`config.mk`:
```
export PLATFORM = sky130hd
export DESIGN_NAME = telemetry_threshold_alarm_top_flat
export DESIGN_NICKNAME = d
export VERILOG_FILES = /design/src/rtl/core/tta_pkg.sv /design/src/rtl/core/tta_if.sv /design/src/rtl/core/tta_ram.sv /design/src/rtl/core/tta_cfg.sv /design/src/rtl/core/tta_scale.sv /design/src/rtl/core/tta_persist.sv /design/src/rtl/core/telemetry_threshold_alarm_top.sv /design/src/flat_wrapper.sv
export SDC_FILE = /design/constraint.sdc
export NUM_CORES = 2
export LEC_CHECK = 0
export CAP_MARGIN = 25
export CORE_ASPECT_RATIO = 2
export CORE_MARGIN = 5
export CORE_UTILIZATION = 45
export DETAILED_ROUTE_END_ITERATION = 8
export DONT_BUFFER_PORTS = 1
export GPL_TIMING_DRIVEN = 1
export SYNTH_ARGS = -nofsm -noshare
export SYNTH_HDL_FRONTEND = slang
export SYNTH_SLANG_ARGS = --single-unit
```
`constraint.sdc`:
```
create_clock -name clk -period 9.49 [get_ports clk]
set_input_delay 0.949 -clock clk [delete_from_list [all_inputs] [get_ports clk]]
set_output_delay 0.949 -clock clk [all_outputs]
set_load 0.1 [all_outputs]
```
`src/rtl/core/tta_pkg.sv`:
```
// shared types, constants and register map of the telemetry threshold alarm
// no dependencies; every other file of the block but tta_ram uses this package
package tta_pkg;

  localparam int NUM_CHANNELS_DEF = 16;

  localparam int CH_W      = 4;
  localparam int VAL_W     = 16;
  localparam int COND_W    = 2;
  localparam int DELAY_W   = 8;
  localparam int REPEAT_W  = 10;
  localparam int COUNT_W   = 8;
  localparam int PADDR_W   = 3;
  localparam int PDATA_W   = 32;

  localparam logic [DELAY_W-1:0]  WARN_DELAY_RST = 8'd150;
  localparam logic [REPEAT_W-1:0] REPEAT_RST     = 10'd250;
  localparam logic [COUNT_W-1:0]  COUNT_MAX      = 8'hFF;

  // truncating divide of a 31-bit magnitude by 100: (mag * DIV_MAGIC) >> DIV_SHIFT
  localparam int PROD_W  = 2 * VAL_W;
  localparam int MAG_W   = PROD_W - 1;
  localparam int MAGIC_W = 32;
  localparam int MUL_W   = MAG_W + MAGIC_W;
  localparam int DIV_SHIFT = 38;
  localparam logic [MAGIC_W-1:0] DIV_MAGIC = 32'd2748779070;
  localparam int QUOT_W  = MUL_W - DIV_SHIFT;
  localparam int SCALED_W = QUOT_W + 1;
  localparam int SUM_W   = SCALED_W + 1;

  typedef enum logic [COND_W-1:0] {
    COND_NONE = 2'd0,
    COND_GT   = 2'd1,
    COND_LT   = 2'd2
  } cond_t;

  // register index taken from paddr[2]
  typedef enum logic {
    REG_WARN_DELAY = 1'b0,
    REG_REPEAT     = 1'b1
  } reg_idx_t;

  typedef struct packed {
    logic [DELAY_W-1:0]  warn_delay;
    logic [REPEAT_W-1:0] repeat_ticks;
  } cfg_t;

  typedef struct packed {
    logic [CH_W-1:0]         channel;
    logic signed [VAL_W-1:0] raw_value;
    logic                    no_data;
    logic signed [VAL_W-1:0] scale_percent;
    logic signed [VAL_W-1:0] value_offset;
    logic signed [VAL_W-1:0] alarm_threshold;
    logic [COND_W-1:0]       alarm_condition;
    logic                    mute;
    logic                    last_of_tick;
  } in_item_t;

  typedef struct packed {
    logic [CH_W-1:0] channel_out;
    logic            alarm_now;
    logic            warning_on;
    logic            any_warning;
    logic            play_warning;
  } out_item_t;

  typedef struct packed {
    logic [COUNT_W-1:0] count;
    logic               warn;
  } entry_t;

  typedef struct packed {
    logic            rd_en;
    logic [CH_W-1:0] rd_ch;
    logic            wr_en;
    logic [CH_W-1:0] wr_ch;
    logic            alarm;
  } persist_req_t;

  typedef struct packed {
    logic warn_on;
    logic any_warn;
  } persist_res_t;

endpackage

```
`src/rtl/core/tta_if.sv`:
```
// item channels of the telemetry threshold alarm: sample in, result out
// depends on tta_pkg for field widths
interface tta_in_if;
  logic                             valid;
  logic                             ready;
  logic [tta_pkg::CH_W-1:0]         channel;
  logic signed [tta_pkg::VAL_W-1:0] raw_value;
  logic                             no_data;
  logic signed [tta_pkg::VAL_W-1:0] scale_percent;
  logic signed [tta_pkg::VAL_W-1:0] value_offset;
  logic signed [tta_pkg::VAL_W-1:0] alarm_threshold;
  logic [tta_pkg::COND_W-1:0]       alarm_condition;
  logic                             mute;
  logic                             last_of_tick;

  modport source (output valid, channel, raw_value, no_data, scale_percent, value_offset,
                  alarm_threshold, alarm_condition, mute, last_of_tick, input ready);
  modport sink   (input valid, channel, raw_value, no_data, scale_percent, value_offset,
                  alarm_threshold, alarm_condition, mute, last_of_tick, output ready);
endinterface

interface tta_out_if;
  logic                     valid;
  logic                     ready;
  logic [tta_pkg::CH_W-1:0] channel_out;
  logic                     alarm_now;
  logic                     warning_on;
  logic                     any_warning;
  logic                     play_warning;

  modport source (output valid, channel_out, alarm_now, warning_on, any_warning,
                  play_warning, input ready);
  modport sink   (input valid, channel_out, alarm_now, warning_on, any_warning,
                  play_warning, output ready);
endinterface

```
`src/rtl/core/tta_ram.sv`:
```
// generic single-write, single-read synchronous ram with registered read
// no dependencies; read data holds while the read enable is low
module tta_ram #(
  parameter int WIDTH = 8,
  parameter int DEPTH = 16,
  parameter int AW    = (DEPTH > 1) ? $clog2(DEPTH) : 1
) (
  input  logic             clk,
  input  logic             we,
  input  logic [AW-1:0]    waddr,
  input  logic [WIDTH-1:0] wdata,
  input  logic             re,
  input  logic [AW-1:0]    raddr,
  output logic [WIDTH-1:0] rdata
);

  logic [WIDTH-1:0] mem_r [DEPTH];
  logic [WIDTH-1:0] rdata_r;

  always_ff @(posedge clk) begin
    if (we) begin
      mem_r[waddr] <= wdata;
    end
    if (re) begin
      rdata_r <= mem_r[raddr];
    end
  end

  assign rdata = rdata_r;

endmodule

```
`src/rtl/core/tta_cfg.sv`:
```
// apb-style register file: warning delay and repeat period
// depends on tta_pkg for the register map and reset values
module tta_cfg (
  input  logic                          clk,
  input  logic                          rst_n,
  input  logic                          psel,
  input  logic                          penable,
  input  logic                          pwrite,
  input  logic [tta_pkg::PADDR_W-1:0]   paddr,
  input  logic [tta_pkg::PDATA_W-1:0]   pwdata,
  output logic [tta_pkg::PDATA_W-1:0]   prdata,
  output logic                          pready,
  output tta_pkg::cfg_t                 cfg
);
  import tta_pkg::*;

  logic [DELAY_W-1:0]  warn_delay_r;
  logic [REPEAT_W-1:0] repeat_r;
  reg_idx_t            idx;
  logic                wr_go;

  assign pready = 1'b1;
  assign idx    = reg_idx_t'(paddr[2]);
  assign wr_go  = psel && penable && pwrite && pready;

  always_ff @(posedge clk) begin
    if (!rst_n) begin
      warn_delay_r <= WARN_DELAY_RST;
      repeat_r     <= REPEAT_RST;
    end else if (wr_go) begin
      unique case (idx)
        REG_WARN_DELAY: warn_delay_r <= pwdata[DELAY_W-1:0];
        REG_REPEAT:     repeat_r     <= pwdata[REPEAT_W-1:0];
        default: ;
      endcase
    end
  end

  always_comb begin
    unique case (idx)
      REG_WARN_DELAY: prdata = PDATA_W'(warn_delay_r);
      REG_REPEAT:     prdata = PDATA_W'(repeat_r);
      default:        prdata = '0;
    endcase
  end

  assign cfg.warn_delay   = warn_delay_r;
  assign cfg.repeat_ticks = repeat_r;

endmodule

```
`src/rtl/core/tta_scale.sv`:
```
// two-stage scaling datapath: raw * percent, then truncating divide by 100
// via a reciprocal multiply; depends on tta_pkg
module tta_scale (
  input  logic                                 clk,
  input  logic                                 en1,
  input  logic                                 en2,
  input  logic signed [tta_pkg::VAL_W-1:0]     raw_value,
  input  logic signed [tta_pkg::VAL_W-1:0]     scale_percent,
  output logic signed [tta_pkg::SCALED_W-1:0]  scaled
);
  import tta_pkg::*;

  logic signed [PROD_W-1:0] prod_r;
  logic [MAG_W-1:0]         mag;
  logic [MUL_W-1:0]         mul_r;
  logic                     neg_r;
  logic [QUOT_W-1:0]        quot;

  // magnitude never exceeds 2^30, so it fits the lower bits
  assign mag = prod_r[PROD_W-1] ? MAG_W'(-prod_r) : MAG_W'(prod_r);

  always_ff @(posedge clk) begin
    if (en1) begin
      prod_r <= PROD_W'(raw_value) * PROD_W'(scale_percent);
    end
    if (en2) begin
      neg_r <= prod_r[PROD_W-1];
      mul_r <= MUL_W'(mag) * MUL_W'(DIV_MAGIC);
    end
  end

  assign quot   = mul_r[MUL_W-1:DIV_SHIFT];
  assign scaled = neg_r ? -$signed({1'b0, quot}) : $signed({1'b0, quot});

endmodule

```
`src/rtl/core/tta_persist.sv`:
```
// per-channel persistence counters and warning flags held in one ram,
// read-modify-write with forwarding; depends on tta_pkg and tta_ram
module tta_persist #(
  parameter int NUM_CHANNELS = tta_pkg::NUM_CHANNELS_DEF
) (
  input  logic                         clk,
  input  logic                         rst_n,
  input  tta_pkg::persist_req_t        req,
  input  logic [tta_pkg::DELAY_W-1:0]  warn_delay,
  output tta_pkg::persist_res_t        res
);
  import tta_pkg::*;

  localparam int AW = (NUM_CHANNELS > 1) ? $clog2(NUM_CHANNELS) : 1;
  localparam int CW = $clog2(NUM_CHANNELS + 1);
  localparam int EW = $bits(entry_t);

  logic [AW-1:0]           rd_addr, wr_addr;
  logic                    wr_in_range, wr_go;
  logic [EW-1:0]           ram_rdata;
  entry_t                  cur, upd, fwd_data_r;
  logic                    fwd_hit_r, rd_valid_r;
  logic [NUM_CHANNELS-1:0] valid_r;
  logic [CW-1:0]           wcnt_r, wcnt_nxt;
  logic                    set_w, clr_w;

  assign rd_addr     = AW'(req.rd_ch);
  assign wr_addr     = AW'(req.wr_ch);
  assign wr_in_range = 32'(req.wr_ch) < 32'(NUM_CHANNELS);
  assign wr_go       = req.wr_en && wr_in_range;

  tta_ram #(.WIDTH(EW), .DEPTH(NUM_CHANNELS), .AW(AW)) u_ram (
    .clk   (clk),
    .we    (wr_go),
    .waddr (wr_addr),
    .wdata (upd),
    .re    (req.rd_en),
    .raddr (rd_addr),
    .rdata (ram_rdata)
  );

  // a write landing on the same edge as the read is caught here
  always_ff @(posedge clk) begin
    if (!rst_n) begin
      fwd_hit_r  <= 1'b0;
      rd_valid_r <= 1'b0;
      valid_r    <= '0;
      wcnt_r     <= '0;
    end else begin
      if (req.rd_en) begin
        fwd_hit_r  <= wr_go && (wr_addr == rd_addr);
        rd_valid_r <= valid_r[rd_addr];
      end
      if (wr_go) begin
        valid_r[wr_addr] <= 1'b1;
      end
      wcnt_r <= wcnt_nxt;
    end
  end

  always_ff @(posedge clk) begin
    if (req.rd_en) begin
      fwd_data_r <= upd;
    end
  end

  always_comb begin
    if (fwd_hit_r) begin
      cur = fwd_data_r;
    end else if (rd_valid_r) begin
      cur = entry_t'(ram_rdata);
    end else begin
      cur = '0;
    end
  end

  always_comb begin
    upd = cur;
    if (req.alarm) begin
      if (!cur.warn && cur.count != COUNT_MAX) begin
        upd.count = cur.count + COUNT_W'(1);
      end
    end else begin
      if (cur.count != '0) begin
        upd.count = cur.count - COUNT_W'(1);
      end
      if (upd.count == '0) begin
        upd.warn = 1'b0;
      end
    end
    if (upd.count > warn_delay && !upd.warn) begin
      upd.warn = 1'b1;
    end
  end

  // running number of channels whose flag is set
  assign set_w    = wr_go && upd.warn && !cur.warn;
  assign clr_w    = wr_go && !upd.warn && cur.warn;
  assign wcnt_nxt = wcnt_r + CW'(set_w) - CW'(clr_w);

  assign res.warn_on  = wr_in_range && upd.warn;
  assign res.any_warn = wcnt_nxt != '0;

endmodule

```
`src/rtl/core/telemetry_threshold_alarm_top.sv`:
```
// Telemetry threshold alarm, top level.
// Input channel in_if carries one telemetry sample per item; out_if returns
// exactly one result item per sample, in order: the channel, its
// instantaneous alarm, its persistent warning flag and, on the item that
// ends a tick, the any-warning summary and the sound request.
// Configuration (warning delay, repeat period) is written over the APB-style
// port at byte addresses 0 and 4; the user writes it only while no item
// is in flight, which the block does not enforce. Stages: product, then
// reciprocal divide with the counter ram read, then compare, counter update
// and output register. Throughput: one item per cycle while out_if.ready
// stays high; the counter ram has one read and one write port and a
// forwarding register covers back-to-back samples of one channel.
// Reset (synchronous, rst_n low) empties the pipeline, restores register
// defaults and clears all counters, warning flags and the repeat phase; the
// counter ram is cleared by per-entry valid bits, so no clearing pass runs.
// When the receiver holds ready low the output item waits and the two
// stages behind it keep filling, so up to three items sit inside before
// in_if.ready drops.
module telemetry_threshold_alarm_top #(
  parameter int NUM_CHANNELS = tta_pkg::NUM_CHANNELS_DEF
) (
  input  logic                         clk,
  input  logic                         rst_n,
  tta_in_if.sink                       in_if,
  tta_out_if.source                    out_if,
  input  logic                         psel,
  input  logic                         penable,
  input  logic                         pwrite,
  input  logic [tta_pkg::PADDR_W-1:0]  paddr,
  input  logic [tta_pkg::PDATA_W-1:0]  pwdata,
  output logic [tta_pkg::PDATA_W-1:0]  prdata,
  output logic                         pready
);
  import tta_pkg::*;

  cfg_t                      cfg;
  in_item_t                  in_item, r1_r, r2_r;
  out_item_t                 out_r;
  logic                      v1_r, v2_r, ov_r;
  logic                      v1_nxt, v2_nxt, ov_nxt;
  logic                      en1, en2, en_out, in_ready;
  logic signed [SCALED_W-1:0] scaled;
  logic signed [SUM_W-1:0]   value_s;
  logic                      alarm;
  persist_req_t              preq;
  persist_res_t              pres;
  logic                      active_r;
  logic [REPEAT_W-1:0]       phase_r, phase_nxt;
  logic [REPEAT_W-1:0]       period, phase_base;
  logic [REPEAT_W:0]         phase_inc;
  logic                      play;

  tta_cfg u_cfg (
    .clk     (clk),
    .rst_n   (rst_n),
    .psel    (psel),
    .penable (penable),
    .pwrite  (pwrite),
    .paddr   (paddr),
    .pwdata  (pwdata),
    .prdata  (prdata),
    .pready  (pready),
    .cfg     (cfg)
  );

  assign in_item.channel         = in_if.channel;
  assign in_item.raw_value       = in_if.raw_value;
  assign in_item.no_data         = in_if.no_data;
  assign in_item.scale_percent   = in_if.scale_percent;
  assign in_item.value_offset    = in_if.value_offset;
  assign in_item.alarm_threshold = in_if.alarm_threshold;
  assign in_item.alarm_condition = in_if.alarm_condition;
  assign in_item.mute            = in_if.mute;
  assign in_item.last_of_tick    = in_if.last_of_tick;

  // stage enables: each stage moves when the one ahead is empty or moving
  assign en_out   = v2_r && (!ov_r || out_if.ready);
  assign en2      = v1_r && (!v2_r || en_out);
  assign in_ready = !v1_r || en2;
  assign en1      = in_if.valid && in_ready;
  assign in_if.ready = in_ready;

  assign v1_nxt = en1 || (v1_r && !en2);
  assign v2_nxt = en2 || (v2_r && !en_out);
  assign ov_nxt = en_out || (ov_r && !out_if.ready);

  always_ff @(posedge clk) begin
    if (!rst_n) begin
      v1_r <= 1'b0;
      v2_r <= 1'b0;
      ov_r <= 1'b0;
    end else begin
      v1_r <= v1_nxt;
      v2_r <= v2_nxt;
      ov_r <= ov_nxt;
    end
  end

  always_ff @(posedge clk) begin
    if (en1) begin
      r1_r <= in_item;
    end
    if (en2) begin
      r2_r <= r1_r;
    end
  end

  tta_scale u_scale (
    .clk           (clk),
    .en1           (en1),
    .en2           (en2),
    .raw_value     (in_item.raw_value),
    .scale_percent (in_item.scale_percent),
    .scaled        (scaled)
  );

  assign value_s = SUM_W'(scaled) + SUM_W'(r2_r.value_offset);

  always_comb begin
    alarm = 1'b0;
    if (!r2_r.no_data) begin
      case (r2_r.alarm_condition)
        COND_GT: alarm = value_s > SUM_W'(r2_r.alarm_threshold);
        COND_LT: alarm = value_s < SUM_W'(r2_r.alarm_threshold);
        default: alarm = 1'b0;
      endcase
    end
  end

  assign preq.rd_en = en2;
  assign preq.rd_ch = r1_r.channel;
  assign preq.wr_en = en_out;
  assign preq.wr_ch = r2_r.channel;
  assign preq.alarm = alarm;

  tta_persist #(.NUM_CHANNELS(NUM_CHANNELS)) u_persist (
    .clk        (clk),
    .rst_n      (rst_n),
    .req        (preq),
    .warn_delay (cfg.warn_delay),
    .res        (pres)
  );

  // repeat phase of the warning sound, advanced once per tick end
  assign period     = (cfg.repeat_ticks == '0) ? REPEAT_W'(1) : cfg.repeat_ticks;
  assign phase_base = (!active_r || phase_r >= period) ? '0 : phase_r;
  assign phase_inc  = (REPEAT_W + 1)'(phase_base) + (REPEAT_W + 1)'(1);

  always_comb begin
    if (pres.any_warn) begin
      play      = (phase_base == '0) && !r2_r.mute;
      phase_nxt = (phase_inc >= (REPEAT_W + 1)'(period)) ? '0 : phase_inc[REPEAT_W-1:0];
    end else begin
      play      = 1'b0;
      phase_nxt = '0;
    end
  end

  always_ff @(posedge clk) begin
    if (!rst_n) begin
      active_r <= 1'b0;
      phase_r  <= '0;
    end else if (en_out && r2_r.last_of_tick) begin
      active_r <= pres.any_warn;
      phase_r  <= phase_nxt;
    end
  end

  always_ff @(posedge clk) begin
    if (en_out) begin
      out_r.channel_out  <= r2_r.channel;
      out_r.alarm_now    <= alarm;
      out_r.warning_on   <= pres.warn_on;
      out_r.any_warning  <= r2_r.last_of_tick && pres.any_warn;
      out_r.play_warning <= r2_r.last_of_tick && play;
    end
  end

  assign out_if.valid        = ov_r;
  assign out_if.channel_out  = out_r.channel_out;
  assign out_if.alarm_now    = out_r.alarm_now;
  assign out_if.warning_on   = out_r.warning_on;
  assign out_if.any_warning  = out_r.any_warning;
  assign out_if.play_warning = out_r.play_warning;

endmodule

```
`src/flat_wrapper.sv`:
```
// flat-port wrapper written by rule: the top's interface ports become plain ports
module telemetry_threshold_alarm_top_flat import tta_pkg::*;
#(
  parameter int NUM_CHANNELS = tta_pkg::NUM_CHANNELS_DEF
)
  (clk, rst_n, psel, penable, pwrite, paddr, pwdata, prdata, pready, in_if_valid, in_if_channel, in_if_raw_value, in_if_no_data, in_if_scale_percent, in_if_value_offset, in_if_alarm_threshold, in_if_alarm_condition, in_if_mute, in_if_last_of_tick, in_if_ready, out_if_valid, out_if_channel_out, out_if_alarm_now, out_if_warning_on, out_if_any_warning, out_if_play_warning, out_if_ready);
  tta_in_if in_if_i ();
  tta_out_if out_if_i ();
  input  logic clk;
  input  logic rst_n;
  input  logic psel;
  input  logic penable;
  input  logic pwrite;
  input  logic [tta_pkg::PADDR_W-1:0] paddr;
  input  logic [tta_pkg::PDATA_W-1:0] pwdata;
  output logic [tta_pkg::PDATA_W-1:0] prdata;
  output logic pready;
  input wire logic [$bits(in_if_i.valid)-1:0] in_if_valid;
  input wire logic [$bits(in_if_i.channel)-1:0] in_if_channel;
  input wire logic [$bits(in_if_i.raw_value)-1:0] in_if_raw_value;
  input wire logic [$bits(in_if_i.no_data)-1:0] in_if_no_data;
  input wire logic [$bits(in_if_i.scale_percent)-1:0] in_if_scale_percent;
  input wire logic [$bits(in_if_i.value_offset)-1:0] in_if_value_offset;
  input wire logic [$bits(in_if_i.alarm_threshold)-1:0] in_if_alarm_threshold;
  input wire logic [$bits(in_if_i.alarm_condition)-1:0] in_if_alarm_condition;
  input wire logic [$bits(in_if_i.mute)-1:0] in_if_mute;
  input wire logic [$bits(in_if_i.last_of_tick)-1:0] in_if_last_of_tick;
  output wire logic [$bits(in_if_i.ready)-1:0] in_if_ready;
  output wire logic [$bits(out_if_i.valid)-1:0] out_if_valid;
  output wire logic [$bits(out_if_i.channel_out)-1:0] out_if_channel_out;
  output wire logic [$bits(out_if_i.alarm_now)-1:0] out_if_alarm_now;
  output wire logic [$bits(out_if_i.warning_on)-1:0] out_if_warning_on;
  output wire logic [$bits(out_if_i.any_warning)-1:0] out_if_any_warning;
  output wire logic [$bits(out_if_i.play_warning)-1:0] out_if_play_warning;
  input wire logic [$bits(out_if_i.ready)-1:0] out_if_ready;
  assign in_if_i.valid = in_if_valid;
  assign in_if_i.channel = in_if_channel;
  assign in_if_i.raw_value = in_if_raw_value;
  assign in_if_i.no_data = in_if_no_data;
  assign in_if_i.scale_percent = in_if_scale_percent;
  assign in_if_i.value_offset = in_if_value_offset;
  assign in_if_i.alarm_threshold = in_if_alarm_threshold;
  assign in_if_i.alarm_condition = in_if_alarm_condition;
  assign in_if_i.mute = in_if_mute;
  assign in_if_i.last_of_tick = in_if_last_of_tick;
  assign in_if_ready = in_if_i.ready;
  assign out_if_valid = out_if_i.valid;
  assign out_if_channel_out = out_if_i.channel_out;
  assign out_if_alarm_now = out_if_i.alarm_now;
  assign out_if_warning_on = out_if_i.warning_on;
  assign out_if_any_warning = out_if_i.any_warning;
  assign out_if_play_warning = out_if_i.play_warning;
  assign out_if_i.ready = out_if_ready;
  telemetry_threshold_alarm_top #(.NUM_CHANNELS(NUM_CHANNELS)) u_core (.clk(clk), .rst_n(rst_n), .in_if(in_if_i), .out_if(out_if_i), .psel(psel), .penable(penable), .pwrite(pwrite), .paddr(paddr), .pwdata(pwdata), .prdata(prdata), .pready(pready));
endmodule
```
==> results.py <==
metrics = {
    "critical_path": {
        "cpMostUsedCell": "buf_4",
        "worst-path-max-fanout": 5,
        "start_kind": "flop",
        "crit_path_end_kind": "flop",
        "critPathKind": "flop to flop",
        "cp_slowest_cell": "or4_4",
        "required_ps": 9940,
        "r2r_cells": 48,
        "arrival_ps": 9980,
        "cp_slowest_stage_delay_ps": 470,
        "reg2reg_setup_slack_ps": -40,
        "r2r_end": "u_core.phase_r[1]",
        "rr_startpoint": "u_core.u_scale.mul_r[40]",
    },
    "global_route": {
        "grt_pass1_vias": 32140,
        "antenna_found_initial": 0,
        "grtUsageTotal_pct": 23.89,
        "grt-ovfl-total": 0,
        "grt_max_degree": 74,
        "grt_pass1_wl_um": 184200,
    },
    "clock_tree": {
        "clock_latency_ps": 580,
        "clock_sinks": 365,
        "clk_pin_slew_ps": 60,
        "cts_made_buffers": 37,
        "htreeDepth": 2,
        "cts_max_path_buffers": 3,
        "cts_tree": "built",
        "root_buffer": "clkbuf_16",
    },
    "synth": {
        "async_flop_share_pct": 0,
        "yosysSeqAreaShare_pct": 24.27,
        "ys_dominant_reg_cell": "edfxtp_1",
        "synth_edf_count": 310,
        "syn_inst": 3881,
        "synth_area_sq_um": 42900,
        "synth-seq-cells": 365,
        "ys_types": 71,
        "ys_warn_count": 0,
        "syn_area_per_cell_sq_um": 11.05,
    },
    "placed_design": {
        "hpwl_um": 102200,
        "io_buffers": 0,
        "post_dp_cell_area_sq_um": 46680,
        "place_congestion": 1.023,
    },
    "final_layout": {
        "final_util_pct": 51.30,
        "drive_gt1_share_pct": 13.66,
        "fin_area_sq_um": 48680,
        "nets": 5511,
        "register_area_sq_um": 10410,
        "fillerInstances": 8675,
        "syn_to_final_growth_pct": 13.48,
        "diodes": 0,
        "multi_input_comb_area_sq_um": 29580,
    },
    "floorplanning": {
        "die_h_um": 446.6,
        "core_sq_um": 94890,
        "num_rows": 160,
        "io_pins": 158,
        "start_util_pct": 45.21,
        "chipWidth_um": 228.3,
        "dieArea_sq_um": 102000,
    },
    "drt": {
        "wl_per_cell_um": 22.32,
        "drcViolationCount": 0,
        "vias": 28980,
        "post_drt_via_cell_ratio": 5.336,
        "firstDrtPassIters": 5,
        "drt_wl_total_um": 121200,
        "drtIter0Drc": 1243,
        "ant_nets": 0,
    },
    "timing": {
        "fin_ws_ps": -42.01,
        "setup_viol": 4,
        "tightest_slew_ps": 1151,
        "post-route-min-period_ps": 9532,
        "slew_headroom_pct": 23.45,
        "post-route-period-util_pct": 100.4,
        "fin_skew_ps": 36.09,
        "grt_setup_unrepaired": "yes",
        "finalMaxSlewViolations": 0,
        "final-hold-violation-count": 0,
        "fin_tns_setup_ps": -87.02,
        "finalHoldWorstSlack_ps": 419.1,
        "fmax_mhz": 104.9,
    },
    "status": {
        "status": "finished, violations left",
        "violations": "negative setup slack",
    },
    "worst_hold_path": {
        "hp-start": "u_core.r1_r[4]",
        "hold_depth": 0,
        "holdPathEnd": "u_core.r2_r[4]",
        "hold_path.class": "flop to flop",
    },
    "job": {
        "cap_violations": 0,
    },
}
==> timing repair <==
action / 4_1_cts / 5_1_grt
gates cloned: 1 / 0
setup endpoints to repair: 26 / 30
setup buffers: 10 / 13
hold buffers: 0 / 0
pin swaps: 24 / 49
gates resized for setup: 53 / 78
==> kinds of logic (layout without fill, tap and decap cells) <==
kind of cell             after synthesis  in the layout  synth area share (%)
multiplexers                          58             58                 2.821
AND/OR/NAND/NOR                      729            729                 8.345
adder cells (fa/ha/maj)             1207           1207                 46.39
AO/OA/AOI/OAI                        423            423                 6.414
buffers and inverters                931           1245                 8.357
flip-flops                           365            365                 24.27
other                                  2             23               0.01751
XOR/XNOR                             166            166                 3.389
==> registers in the layout (all words and copies together) (netlist names), 5 cells and up <==
signal and cells:
u_core.u_persist.valid_r 16, u_core.u_persist.u_ram.rdata 9, u_core.preq 8, u_core.u_cfg.warn_delay_r 8, u_core.r2_r 37, u_core.u_persist.fwd_data_r 9, u_core.u_persist.wcnt_r 5, u_core.u_scale.prod_r 32
u_core.u_cfg.repeat_r 10, u_core.u_scale.mul_r 25, u_core.r1_r 37, u_core.phase_r 10, u_core.u_persist.u_ram.mem_r 144
==> per-stage QoR <==
| stage | setup slack, ps | std cells |
|---|---|---|
| 4_1_cts | 17.53 | 5421 |
| 5_1_grt | -419.6 | 5431 |
| 2_1_floorplan | 23.89 | 3902 |
| 6_report | -42.01 | 5431 |
| 3_3_place_gp | -628.2 | 5338 |
| 3_5_place_dp | -731.0 | 5344 |
==> critical path: cells and delay by family (launching register included) <==
family	cells	cell delay [ps]
flip-flops	1	380
XOR/XNOR	3	350
adder cells (fa/ha/maj)	5	1340
multiplexers	1	320
buffers and inverters	5	750
AND/OR/NAND/NOR	14	3630
AO/OA/AOI/OAI	20	2600
==> per-layer routing <==
layer | GRT usage [%] | part of all wire (%) | vias to the layer above
met4 | 17.50 | 9.3 | 0
met1 | 22.04 | 31 | 14690
met2 | 47.40 | 57 | 699
met3 | 2.697 | 3.3 | 353
met5 | 0 | 0 | -
li1 | - | - | 13240
==> worst max-delay path by stage <==
stage	startpoint	to	slack, ps	depth (start not counted)
after global routing	u_core.u_scale.mul_r[39]	u_core.phase_r[1]	-420	52
after CTS	u_core.u_scale.prod_r[0]	u_core.u_scale.mul_r[42]	20	31
after floorplan	u_core.u_scale.prod_r[0]	u_core.u_scale.mul_r[61]	20	29
after global placement	u_core.u_scale.mul_r[39]	u_core.phase_r[1]	-630	48
after detailed placement	u_core.u_scale.mul_r[39]	u_core.phase_r[7]	-730	45
final	u_core.u_scale.mul_r[40]	u_core.phase_r[1]	-40	48
==> layout by cell type, fill, tap and decap left out, types with 9 or more instances in the layout <==
cell type and instances:
xor2_1 46, nand2_1 251, a21o_1 58, xnor2_1 114, nor2_1 118, nor3_1 23, and3_1 13, nor2b_1 21
o21ai_1 15, or3_1 16, a21oi_2 13, nand3_1 41, o21a_1 16, buf_4 319, mux4_2 50, o21ai_0 58
a21oi_1 105, fa_1 627, ha_1 561, and2_1 113, clkbuf_16 37, o31ai_1 12, nand2b_1 31, a22o_1 12
nand4_1 25, a211oi_1 13, nor2_2 13, nor4_1 9, dfxtp_1 55, o211ai_1 18, inv_1 833, o21ai_2 14
edfxtp_1 310, conb_1 23, fa_2 12
==> synth_stat cells (all sizes together), types with 9 or more instances <==
library cell	instances	share of area [%]
nand2b	32	0.48
and2	113	1.6
o31ai	14	0.25
nor3	24	0.28
a21oi	118	1.4
and3	14	0.20
o211ai	18	0.32
o21ai	89	1.1
o41ai	10	0.22
inv	842	7.4
nor2b	22	0.32
clkbuf	57	0.50
or4	12	0.22
fa	639	30
nor4	9	0.13
buf	30	0.47
xor2	46	0.94
xnor2	120	2.5
a31oi	10	0.15
o21a	16	0.28
mux4	50	2.6
nand3	45	0.53
or3	21	0.33
nand2	253	2.2
dfxtp	55	2.6
ha	568	17
edfxtp	310	22
a211oi	18	0.32
nor2	132	1.2
nand4	25	0.36
or2	9	0.13
a22o	12	0.25
a21o	58	1.0
==> cell type report <==
class                           instances  area share, %
Clock buffer                           43          1.948
Clock inverter                         23         0.6914
Inverter                              844          6.523
Multi-Input combinational cell       2606          60.77
Sequential cell                       365          21.38
Tap cell                             1215          3.123
Timing Repair Buffer                  335          5.554
Power is left out: the tool's default activity adds up to more than one toggle a clock period on the data nets, which glitch-free logic cannot reach.
